--- config.mk ---
export PLATFORM = sky130hd
export DESIGN_NAME = mers_alu
export DESIGN_NICKNAME = d
export VERILOG_FILES = /design/src/hdl/mers_pkg.sv /design/src/hdl/mers_alu.sv
export SDC_FILE = /design/constraint.sdc
export NUM_CORES = 1
export LEC_CHECK = 0
export BUFFER_PORTS_ARGS = -buffer_cell sky130_fd_sc_hd__buf_4
export CAP_MARGIN = 20
export CORE_MARGIN = 10
export CORE_UTILIZATION = 52
export DETAILED_ROUTE_END_ITERATION = 10
export PLACE_DENSITY = 0.85
export SLEW_MARGIN = 10
export SYNTH_ARGS = -nofsm -noshare
export SYNTH_HDL_FRONTEND = slang
export SYNTH_SLANG_ARGS = --single-unit
--- constraint.sdc ---
create_clock -name vclk -period 8.8
set_input_delay 1.76 -clock vclk [all_inputs]
set_output_delay 1.76 -clock vclk [all_outputs]
set_load 0.01 [all_outputs]
--- src/hdl/mers_pkg.sv ---
// shared types for the end-removal window search block
package mers_pkg;

  // operation codes of the shared add/subtract unit
  typedef enum logic {
    ALU_ADD,
    ALU_SUB
  } alu_op_t;

  // status of one pass through the shared unit
  typedef struct packed {
    logic borrow;
    logic zero;
  } alu_flags_t;

endpackage

--- src/hdl/mers_alu.sv ---
// shared add/subtract unit with borrow and zero flags
module mers_alu #(
  parameter int W = 32
) (
  input  mers_pkg::alu_op_t    op,
  input  logic [W-1:0]         a,
  input  logic [W-1:0]         b,
  output logic [W-1:0]         res,
  output mers_pkg::alu_flags_t flags
);

  logic [W:0] full;

  always_comb begin
    case (op)
      mers_pkg::ALU_ADD: full = {1'b0, a} + {1'b0, b};
      mers_pkg::ALU_SUB: full = {1'b0, a} - {1'b0, b};
      default:           full = '0;
    endcase
  end

  assign res          = full[W-1:0];
  // top bit of a subtraction is set when b exceeds a
  assign flags.borrow = full[W];
  assign flags.zero   = (full[W-1:0] == '0);

endmodule

Yosys cells after proc, flatten, opt, wreduce, memory -nomap -nowiden
Cells that the tools add are included.
{"block": "totals", "mem_bits_rw": 0, "inputBits": 65, "ff_bits": 0, "wordCells": 5, "latch_bits": 0, "memories": 0, "romBits": 0, "out_inout_bits": 34}
{"block": "classes", "shift": 0, "n_div": 0, "multipliers": 0, "n_reduce_logical": 1, "eq_ne": 0, "magnitude_cmp": 0, "n_mux": 1, "n_addsub": 2, "bitwise": 1}
{"op": "$pmux W33 S2", "count": 1}
{"op": "$add A32 B32 Y33", "count": 1}
{"op": "$sub A32 B32 Y33", "count": 1}
{"op": "$logic_not A32 Y1", "count": 1}
{"op": "$not A1 Y1", "count": 1}

Logic depth before layout (Yosys ltp)
Gate-level depths: netlist of the first run.
{"block": "depth", "word_depth": 3, "ltp_mapped": 20, "ltp_nobuf": 20}

Worst setup path after synthesis of the first run
OpenSTA, ideal clock, no wires.
{"block": "synth_timing", "path_kind": "input-to-output", "startpoint": "in b[4]", "endpoint": "out flags[0] (netlist name)", "stages": 19, "t_required_ns": 7.040, "arrival_ns": 6.041, "setup_slack_ns": 0.999, "n_path_buf": 0, "path_cell_list": "nor4_1 -> nor4b_1 -> and2_1 -> nand2_1 -> or4_1 -> nor2_1 -> a21oi_1 -> xnor2_1 -> ha_1 -> nand4_1 -> inv_1 -> a221oi_1 -> o21a_1 -> nand3_1 -> a211o_1 -> or4b_1 -> nor4b_2 -> nand4bb_1 -> nor4b_2"}
{"element": "start, declared", "line": "mers_alu.sv:7", "source": "input logic [W-1:0] b,"}
{"element": "end, declared", "line": "mers_alu.sv:9", "source": "output mers_pkg::alu_flags_t flags"}

==> key figures, run 1 <==
Outcome
  – Status: completed

Timing
  – Slew at the pin closest to its max-slew limit: roughly 510 ps
  – FMAX: between 100 and 150 MHz
  – Final Slew Violations: 0
  – Final Hold Fails: 0
  – Minimum clock period: 8340 ps
  – Final period util: 94.8%
  – Worst Hold Margin: 3920 ps
  – Post-route setup TNS: 0 ps
  – Slew margin rel.: 65.7%
  – Final setup vio count: 0
  – Unrepaired setup endpoints after global routing: false

Yosys
  – Synth cell types: 49
  – Ys Warns: 0
  – Mapped Area: ~2400 sq um
  – Syn Nets: ~450
  – Sequential area share after synthesis: 0%
  – Synth area leader: ha_1
  – Synth top area share: 17.1%
  – Syn Area/Cell: 6.83 sq um
  – Synth Instances: 353
  – Top post-synthesis cells by area: ha_1 (17%), xnor2_1 (15%), a21oi_1 (7.1%), nor2_1 (6.9%), xor2_1 (5.4%)

Route
  – DRT Wirelength: ~8.5 mm
  – First DRT Iteration DRCs: between 100 and 150
  – Routed vias: 2921
  – Via/cell ratio: between 5 and 6
  – Final antenna-violating net count: 0
  – DRC: 0
  – Pre-Repair DR Iteration Count: 4
  – Average wire per standard cell: 17.1 um

Power
  – Clock power share: 0%
  – Seq pwr share: 0%
  – P_leak: 1.46 nW
  – Pwr Density: 119 nW/um^2
  – Cell Int Power: 179 uW
  – VDD IR max: 89.8 uV
  – Total net switching power: 202 uW
  – Combinational power share: 100.0%
  – Switching Share: 53.1%

Floorplan
  – Die ar.: around 7800 sq um
  – Io pins: 99
  – Core region area: around 4400 sq um
  – Die height: between 80 and 90 um
  – Initial Util: 54.6%
  – Die X: 88.1 um
  – Rows: 24

Min path
  – HP Class: input pin to output pin
  – Cells on Worst Hold Path: 4
  – Hold Crit Start: b[0]
  – Worst hold endpoint: res[0]

Global routing
  – First-pass GRT wire length: roughly 13 mm
  – Antenna violations before repair: 0
  – Total track usage: 20.4%
  – Pin count of the biggest net entering global routing: 34
  – Vias in the first global route: around 2800
  – GRT overflow: 0

Critical path
  – Crit path buf inv count: 3
  – CP cell instances: buf_4 -> nor4_2 -> nor4b_2 -> and2_1 -> nand2_1 -> or4_1 -> nor2_1 -> a21oi_1 -> xnor2_1 -> ha_1 -> inv_1 -> o21ai_0 -> a221oi_1 -> o21a_1 -> nand3_1 -> a211o_1 -> or4b_1 -> nor4b_2 -> nand4bb_1 -> nor4b_2 -> buf_4
  – Crit start category: input pin
  – Max incr delay on CP: 520 ps
  – Setup CP Type: input pin to output pin
  – Most common cell on crit path: nor4b_2
  – Slowest CP cell: or4b_1
  – Crit. End Element: output pin
  – CP max FO: 7
  – Worst EP required: 7040 ps
  – Crit path launch: b[4]
  – Crit path DAT: 6580 ps
  – Top delay family on crit path: simple AND/OR/NAND/NOR gates

Clock network
  – Post-CTS resize count: 0
  – Setup bufs post-CTS: 0
  – Cts hold-fix bufs: 0

Cells and area
  – Num sequential: 0
  – Antenna diode count: 0
  – Synthesis-to-layout area growth: 32.6%
  – Share of post-route cells with drive strength above 1: ~26%
  – Final core utilization: 72.4%
  – Fin nets: 544
  – Register area: 0 sq um
  – Final-layout clock buffer total: 0

Place
  – Hpwl dp: approximately 7.5 mm
  – GPL Wtd Cong: 0.928
  – I/O Buffers: between 90 and 100

Run
  – Number of max-cap violations: 0
## worst max path at each step
stage,end,slack [ps],cells past startpoint
finish,flags[0],460,21
global route,flags[0],10,20
CTS,flags[0],220,21
detailed placement,flags[0],250,21
global placement,flags[0],420,21
floorplan,flags[0],1000,19
## stage by stage
stage | setup WS, ps | std cells | area (sq um) | total power, mW
2_1_floorplan | 999 | 353 | 2410 | 0.229
4_1_cts | 223 | 495 | 3180 | 0.380
5_1_grt | 14.2 | 495 | 3200 | 0.415
6_report | 456 | 495 | 3200 | 0.381
3_3_place_gp | 417 | 495 | 3180 | 0.373
3_5_place_dp | 254 | 495 | 3180 | 0.378
## power groups by stage
stage                     clock network, mW  logic [mW]  registers [mW]
after floorplan                           0       0.229               0
after global placement                    0       0.373               0
after detailed placement                  0       0.378               0
after CTS                                 0       0.380               0
after global routing                      0       0.415               0
final                                     0       0.381               0
## tightest hold or removal path: stages
cell   delay [ps]
buf_4         110
ha_1          110
inv_1          40
buf_4         130
## cell usage in the layout (no fill, tap or decap), types with 2 or more instances in the layout
| cell type | n |
|---|---|
| a211o_1 | 5 |
| a211oi_1 | 6 |
| a211oi_2 | 2 |
| a21o_1 | 9 |
| a21oi_1 | 34 |
| a21oi_2 | 4 |
| a221o_1 | 2 |
| a221oi_1 | 2 |
| a31o_2 | 2 |
| a31oi_1 | 6 |
| and2_1 | 6 |
| and3_1 | 4 |
| buf_4 | 99 |
| ha_1 | 33 |
| inv_1 | 18 |
| nand2_1 | 19 |
| nand3_1 | 8 |
| nand4_1 | 2 |
| nor2_1 | 44 |
| nor2b_1 | 2 |
| nor3_1 | 15 |
| nor4_1 | 4 |
| nor4b_2 | 4 |
| o211ai_1 | 2 |
| o21a_1 | 7 |
| o21ai_0 | 20 |
| o21bai_1 | 4 |
| o31ai_1 | 2 |
| or3_1 | 2 |
| or4_1 | 2 |
| xnor2_1 | 42 |
| xor2_1 | 15 |
## cell families (layout without fill, tap and decap cells)
family | after synthesis | count (layout) | synth area share (%)
XOR/XNOR | 57 | 57 | 20.7
buffers and inverters | 27 | 117 | 4.25
AND/OR/NAND/NOR | 119 | 119 | 25.1
AO/OA/AOI/OAI | 115 | 115 | 31.6
adder cells (fa/ha/maj) | 34 | 34 | 18.0
multiplexers | 1 | 1 | 0.415
## metal layers
layer  global-route usage (%)  wire, um
met3                     3.81       627
met4                     1.43        42
met2                     37.0      4250
met1                     25.1      3550
met5                        0         0
## layout make-up
cell class,instances,area (sq um)
multi-input combinational,326,2320
timing repair buffer,99,743
tap,52,65.1
inverter,18,67.6
fill,380,1220
## Yosys cell counts, types with 3 or more instances
cell type and number:
a211o_1 5, a211oi_1 6, a21o_1 9, a21oi_1 34, a21oi_2 4, a31oi_1 6
and2_1 6, and3_1 4, clkbuf_1 8, ha_1 33, inv_1 18, nand2_1 19
nand3_1 8, nor2_1 44, nor3_1 15, nor4_1 5, nor4b_2 3, o21a_1 7
o21ai_0 20, o21bai_1 4, xnor2_1 42, xor2_1 15
Note: power is estimated with default switching activity, not from simulation.
==> inputs of run 2 (changes only) <==
--- a/config.mk
+++ b/config.mk
@@ -11,6 +11,7 @@
 export CORE_UTILIZATION = 52
 export DETAILED_ROUTE_END_ITERATION = 10
 export PLACE_DENSITY = 0.85
+export REMOVE_ABC_BUFFERS = 1
 export SLEW_MARGIN = 10
 export SYNTH_ARGS = -nofsm -noshare
 export SYNTH_HDL_FRONTEND = slang
==> run 2 against run 1 <==
Against the previous run:
- power fell by 0.15%
- first-iteration DRC count increased by 40%
- die area is the same
- highest routed layer unchanged
- final area did not move
- cell count stayed put
- critical path type unchanged
- non-clock buffer count did not move
- global-route usage hardly changed
- hold slack gained 14 ps
- fmax shrank 0.99%
- setup slack lost 84 ps
==> key figures, run 2 (synthesized netlist as in run 1, its figures left out) <==
Clock network
  – Post-CTS resize count: 0 (unchanged)
  – Setup bufs post-CTS: 0 (unchanged)
  – Cts hold-fix bufs: 0 (unchanged)

Place
  – Hpwl dp: 7.39 mm (was 7.51 mm)
  – GPL Wtd Cong: 0.986 (was 0.928)
  – Cell Area, Placed: 3180 sq um (unchanged)
  – I/O Buffers: 99 (unchanged)

Route
  – First DRT Iteration DRCs: 173 (was 124)
  – Routed vias: 2971 (was 2921)
  – Routed length on met1: 3.38 mm (was 3.55 mm)
  – Final antenna-violating net count: 0 (unchanged)
  – Pre-Repair DR Iteration Count: 5 (was 4)
  – Detailed-routed wire length on met3: 787 um (was 627 um)
  – Wire length on met2: 4.07 mm (was 4.25 mm)
  – DRT Wirelength: 8.38 mm (was 8.47 mm)
  – Via/cell ratio: 6.00 (was 5.90)
  – Top Metal Used: met4 (unchanged)
  – Average wire per standard cell: 16.9 um (was 17.1 um)
  – DRC: 0 (unchanged)

Critical path
  – Crit path DAT: 6670 ps (was 6580 ps)
  – Worst EP required: 7040 ps (about the same)
  – Most common cell on crit path: nor4b_2 (unchanged)
  – Slowest CP cell: or4b_1 (unchanged)
  – Crit start category: input pin (unchanged)
  – CP cell instances: buf_4 -> nor4_2 -> nor4b_2 -> and2_1 -> nand2_1 -> or4_1 -> nor2_1 -> a21oi_1 -> xnor2_1 -> ha_1 -> nand4_1 -> inv_1 -> a221oi_1 -> o21a_1 -> nand3_1 -> a211o_1 -> or4b_1 -> nor4b_2 -> nand4bb_1 -> nor4b_2 -> buf_4 (was buf_4 -> nor4_2 -> nor4b_2 -> and2_1 -> nand2_1 -> or4_1 -> nor2_1 -> a21oi_1 -> xnor2_1 -> ha_1 -> inv_1 -> o21ai_0 -> a221oi_1 -> o21a_1 -> nand3_1 -> a211o_1 -> or4b_1 -> nor4b_2 -> nand4bb_1 -> nor4b_2 -> buf_4)
  – CP max FO: 7 (unchanged)
  – Top delay family on crit path: simple AND/OR/NAND/NOR gates (unchanged)
  – Crit. End Element: output pin (unchanged)
  – Setup CP Type: input pin to output pin (unchanged)
  – Crit path buf inv count: 3 (unchanged)
  – Max incr delay on CP: 520 ps (about the same)

Timing
  – Slew margin rel.: 66.2% (was 65.7%)
  – FMAX: 119 MHz (was 120 MHz)
  – Final setup vio count: 0 (unchanged)
  – Final period util: 95.8% (was 94.8%)
  – Final Hold Fails: 0 (unchanged)
  – Slew at the pin closest to its max-slew limit: 500 ps (was 507 ps)
  – Minimum clock period: 8430 ps (was 8340 ps)
  – Final Slew Violations: 0 (unchanged)

Min path
  – HP Class: input pin to output pin (unchanged)
  – Hold Crit Start: b[0] (unchanged)
  – Cells on Worst Hold Path: 4 (unchanged)
  – Worst hold endpoint: res[0] (unchanged)

Cells and area
  – Most frequent cells in the layout: buf_4 (99), nor2_1 (44), xnor2_1 (42), a21oi_1 (34), ha_1 (33) (unchanged)
  – Synthesis-to-layout area growth: 32.6% (unchanged)
  – Fin nets: 544 (unchanged)
  – Commonest non-fill, non-tap cell in the layout: buf_4 (unchanged)
  – Final core utilization: 72.4% (unchanged)
  – Register area: 0 sq um (unchanged)
  – Final-layout clock buffer total: 0 (unchanged)
  – Final std cell area, no fill: 3200 sq um (unchanged)
  – Num sequential: 0 (unchanged)
  – Share of post-route cells with drive strength above 1: 26.0% (unchanged)
  – Antenna diode count: 0 (unchanged)

Power
  – Overall power: 380 uW (was 381 uW)
  – P_leak: 1.46 nW (unchanged)
  – Pwr Density: 119 nW/um^2 (about the same)
  – VDD IR max: 98.8 uV (was 89.8 uV)

Floorplan
  – Die height: 88.1 um (unchanged)
  – Core region area: 4410 sq um (unchanged)
  – Die X: 88.1 um (unchanged)
  – Initial Util: 54.6% (unchanged)
  – Rows: 24 (unchanged)
  – Die ar.: 7760 sq um (unchanged)
  – Io pins: 99 (unchanged)

Global routing
  – First-pass GRT wire length: 13.6 mm (was 13.4 mm)
  – Pin count of the biggest net entering global routing: 34 (unchanged)
  – Total track usage: 20.4% (about the same)
  – Antenna violations before repair: 0 (unchanged)
  – GRT overflow: 0 (unchanged)
  – Vias in the first global route: 2913 (was 2835)

Outcome
  – Status: completed (unchanged)

Run
  – Number of max-cap violations: 0 (unchanged)
run 2: cell counts in the layout (fill, tap and decap cells not counted):
No cell type changed its count.
run 2: layer usage:
metal	vias up	GRT usage [%]
li1	1485	-
met1	1338	23.9
met2	132	37.6
met3	16	4.64
met4	0	2.28
met5	-	0
run 2: through the flow:
step	worst slack [ps]	cells	setup TNS [ps]	hold WS, ps
after floorplan	1010	344	0	3680
after global placement	379	495	0	3920
after detailed placement	295	495	0	3920
after CTS	264	495	0	3920
after global routing	-5.44	495	-5.44	3970
final	372	495	0	3930
run 2: layout make-up:
class	count	area, sq um
fillers	369	1220
well taps	52	65.1
inverters	18	67.6
multi-input cells	326	2320
repair buffers	99	743
run 2: power breakdown:
part           total [mW]  switching [mW]  leakage [nW]  internal [mW]
Clock                   0               0             0              0
Sequential              0               0             0              0
Combinational       0.380           0.201          1.46          0.179
Total               0.380           0.201          1.46          0.179
run 2: how the worst max path moves through the flow:
stage | from | endpoint | slack [ps] | cells after the start
after floorplan | b[4] | flags[0] | 1010 | 19
after global placement | b[4] | flags[0] | 380 | 21
after detailed placement | b[4] | flags[0] | 290 | 21
after CTS | b[4] | flags[0] | 260 | 21
after global routing | b[4] | flags[0] | -5 | 21
final | b[4] | flags[0] | 370 | 21
==> inputs of run 3 (changes only) <==
==> constraint.sdc (replaced) <==
create_clock -name vclk -period 8.1
set_input_delay 1.62 -clock vclk [all_inputs]
set_output_delay 1.62 -clock vclk [all_outputs]
set_load 0.01 [all_outputs]
==> run 3 against run 2 <==
Against the previous run:
- wire length increased by 5.2%
- cell count increased by 2.2%
- critical path depth did not move
- global-route usage grew 0.079 points
- sequential share of layout area is the same
- first-iteration DRC count did not move
- hold slack worse by 270 ps
- core utilization is 3.8 points higher
- non-clock buffer count rose by 11
- combinational power grew 12%
- power is 12% higher
- highest routed layer unchanged
==> key figures, run 3 (synthesized netlist as in run 1, its figures left out) <==
Outcome
  – Status: completed (unchanged)

Global routing
  – Pin count of the biggest net entering global routing: 34 (unchanged)
  – GRT overflow: 0 (unchanged)
  – Vias in the first global route: 2897 (was 2913)
  – First-pass GRT wire length: 13.6 mm (about the same)
  – Antenna violations before repair: 0 (unchanged)
  – Total track usage: 20.4% (about the same)

Route
  – DRC: 0 (unchanged)
  – Routed vias: 3024 (was 2971)
  – Final antenna-violating net count: 0 (unchanged)
  – First DRT Iteration DRCs: 173 (unchanged)
  – DRT Wirelength: 8.82 mm (was 8.38 mm)
  – Via/cell ratio: 5.98 (was 6.00)
  – Pre-Repair DR Iteration Count: 4 (was 5)
  – Average wire per standard cell: 17.4 um (was 16.9 um)

Cells and area
  – Register area: 0 sq um (unchanged)
  – Antenna diode count: 0 (unchanged)
  – Commonest non-fill, non-tap cell in the layout: buf_4 (unchanged)
  – Final-layout clock buffer total: 0 (unchanged)
  – Final core utilization: 76.2% (was 72.4%)
  – Final std cell area, no fill: 3360 sq um (was 3200 sq um)
  – Num sequential: 0 (unchanged)
  – Synthesis-to-layout area growth: 39.5% (was 32.6%)
  – Fin nets: 555 (was 544)
  – Most frequent cells in the layout: buf_4 (110), nor2_1 (42), xnor2_1 (42), a21oi_1 (33), ha_1 (33) (was buf_4 (99), nor2_1 (44), xnor2_1 (42), a21oi_1 (34), ha_1 (33))
  – Share of post-route cells with drive strength above 1: 30.4% (was 26.0%)

Critical path
  – CP max FO: 5 (was 7)
  – Crit. End Element: output pin (unchanged)
  – Crit start category: input pin (unchanged)
  – Setup CP Type: input pin to output pin (unchanged)
  – Worst EP required: 6480 ps (was 7040 ps)
  – Crit path DAT: 6240 ps (was 6670 ps)

Place
  – Hpwl dp: 7.50 mm (was 7.39 mm)
  – Cell Area, Placed: 3230 sq um (was 3180 sq um)
  – I/O Buffers: 99 (unchanged)
  – GPL Wtd Cong: 0.972 (was 0.986)

Power
  – VDD IR max: 132 uV (was 98.8 uV)
  – P_leak: 1.54 nW (was 1.46 nW)
  – Pwr Density: 126 nW/um^2 (was 119 nW/um^2)

Timing
  – Final Slew Violations: 0 (unchanged)
  – Slew margin rel.: 66.3% (was 66.2%)
  – Final setup vio count: 0 (unchanged)
  – Unrepaired setup endpoints after global routing: false
  – Final Hold Fails: 0 (unchanged)
  – FMAX: approximately 130 MHz
  – Post-route setup TNS: 0 ps (unchanged)
  – Final period util: 97.1%
  – Minimum clock period: roughly 8000 ps
  – Slew at the pin closest to its max-slew limit: 501 ps (was 500 ps)

Floorplan
  – Core region area: 4410 sq um (unchanged)
  – Die ar.: 7760 sq um (unchanged)
  – Initial Util: 54.6% (unchanged)
  – Die height: 88.1 um (unchanged)
  – Io pins: 99 (unchanged)
  – Rows: 24 (unchanged)
  – Die X: 88.1 um (unchanged)

Min path
  – HP Class: input pin to output pin (unchanged)
  – Cells on Worst Hold Path: 4 (unchanged)

Run
  – Number of max-cap violations: 0 (unchanged)

Clock network
  – Cts hold-fix bufs: 0 (unchanged)
==> run 3: cell types whose count changed in the layout (fill, tap and decap cells not counted), moves of 2 or more <==
cell,change
buf_4,+11
nor2_1,-2
nor4b_2,-2
nor4b_4,+2
o21ai_0,-2
==> run 3: metrics by stage <==
| stage | hold slack, ps | total power [mW] | cells | setup WS [ps] |
|---|---|---|---|---|
| 2_1_floorplan | 3400 | 0.246 | 344 | 589 |
| 3_5_place_dp | 3650 | 0.413 | 501 | -2.70 |
| 3_3_place_gp | 3640 | 0.408 | 501 | 162 |
| 4_1_cts | 3650 | 0.414 | 501 | 83.9 |
| 6_report | 3660 | 0.425 | 506 | 239 |
| 5_1_grt | 3690 | 0.460 | 506 | 12.4 |
==> run 3: timing repair <==
item,CTS,global route
setup buffers,0,5
cloned,0,0
pin swaps,0,10
setup endpoints to repair,1,1
gates resized for setup,1,20
hold endpoints to repair,0,0
==> run 3: worst max-delay path: stages <==
cell and delay (ps):
buf_4 140, nor4_4 290, nor4b_4 260, and2_4 190
nand2_1 70, or4_4 520, nor2_4 140, a21oi_2 70
xnor2_1 150, ha_1 360, nand4_1 140, inv_1 80
a221oi_2 220, o21a_1 160, nand3_1 90, a211o_1 300
or4b_4 530, nor4b_4 300, nand4bb_1 180, nor4b_2 270
buf_4 160
==> run 3: path summary, 6_finish.rpt <==
check,startpoint,end
worst max-delay path,b[2],flags[0]
worst min-delay path,b[0],res[0]
==> run 3: layer usage <==
layer / routed length (um) / global-route usage [%] / vias up
met5: 0 / 0 / -
met4: 64 / 1.57 / 0
met3: 791 / 4.36 / 6
met2: 4430 / 37.9 / 125
met1: 3530 / 24.3 / 1385
li1: - / - / 1508
==> run 3: final cells by class <==
class	instances	area, sq um
well taps	52	65.1
multi-input cells	326	2410
fillers	340	1050
inverters	18	67.6
repair buffers	110	826
==> run 3: report_power, final <==
group	internal (mW)	switching, mW	leakage [nW]	total [mW]
registers	0	0	0	0
clock network	0	0	0	0
logic	0.200	0.226	1.54	0.425
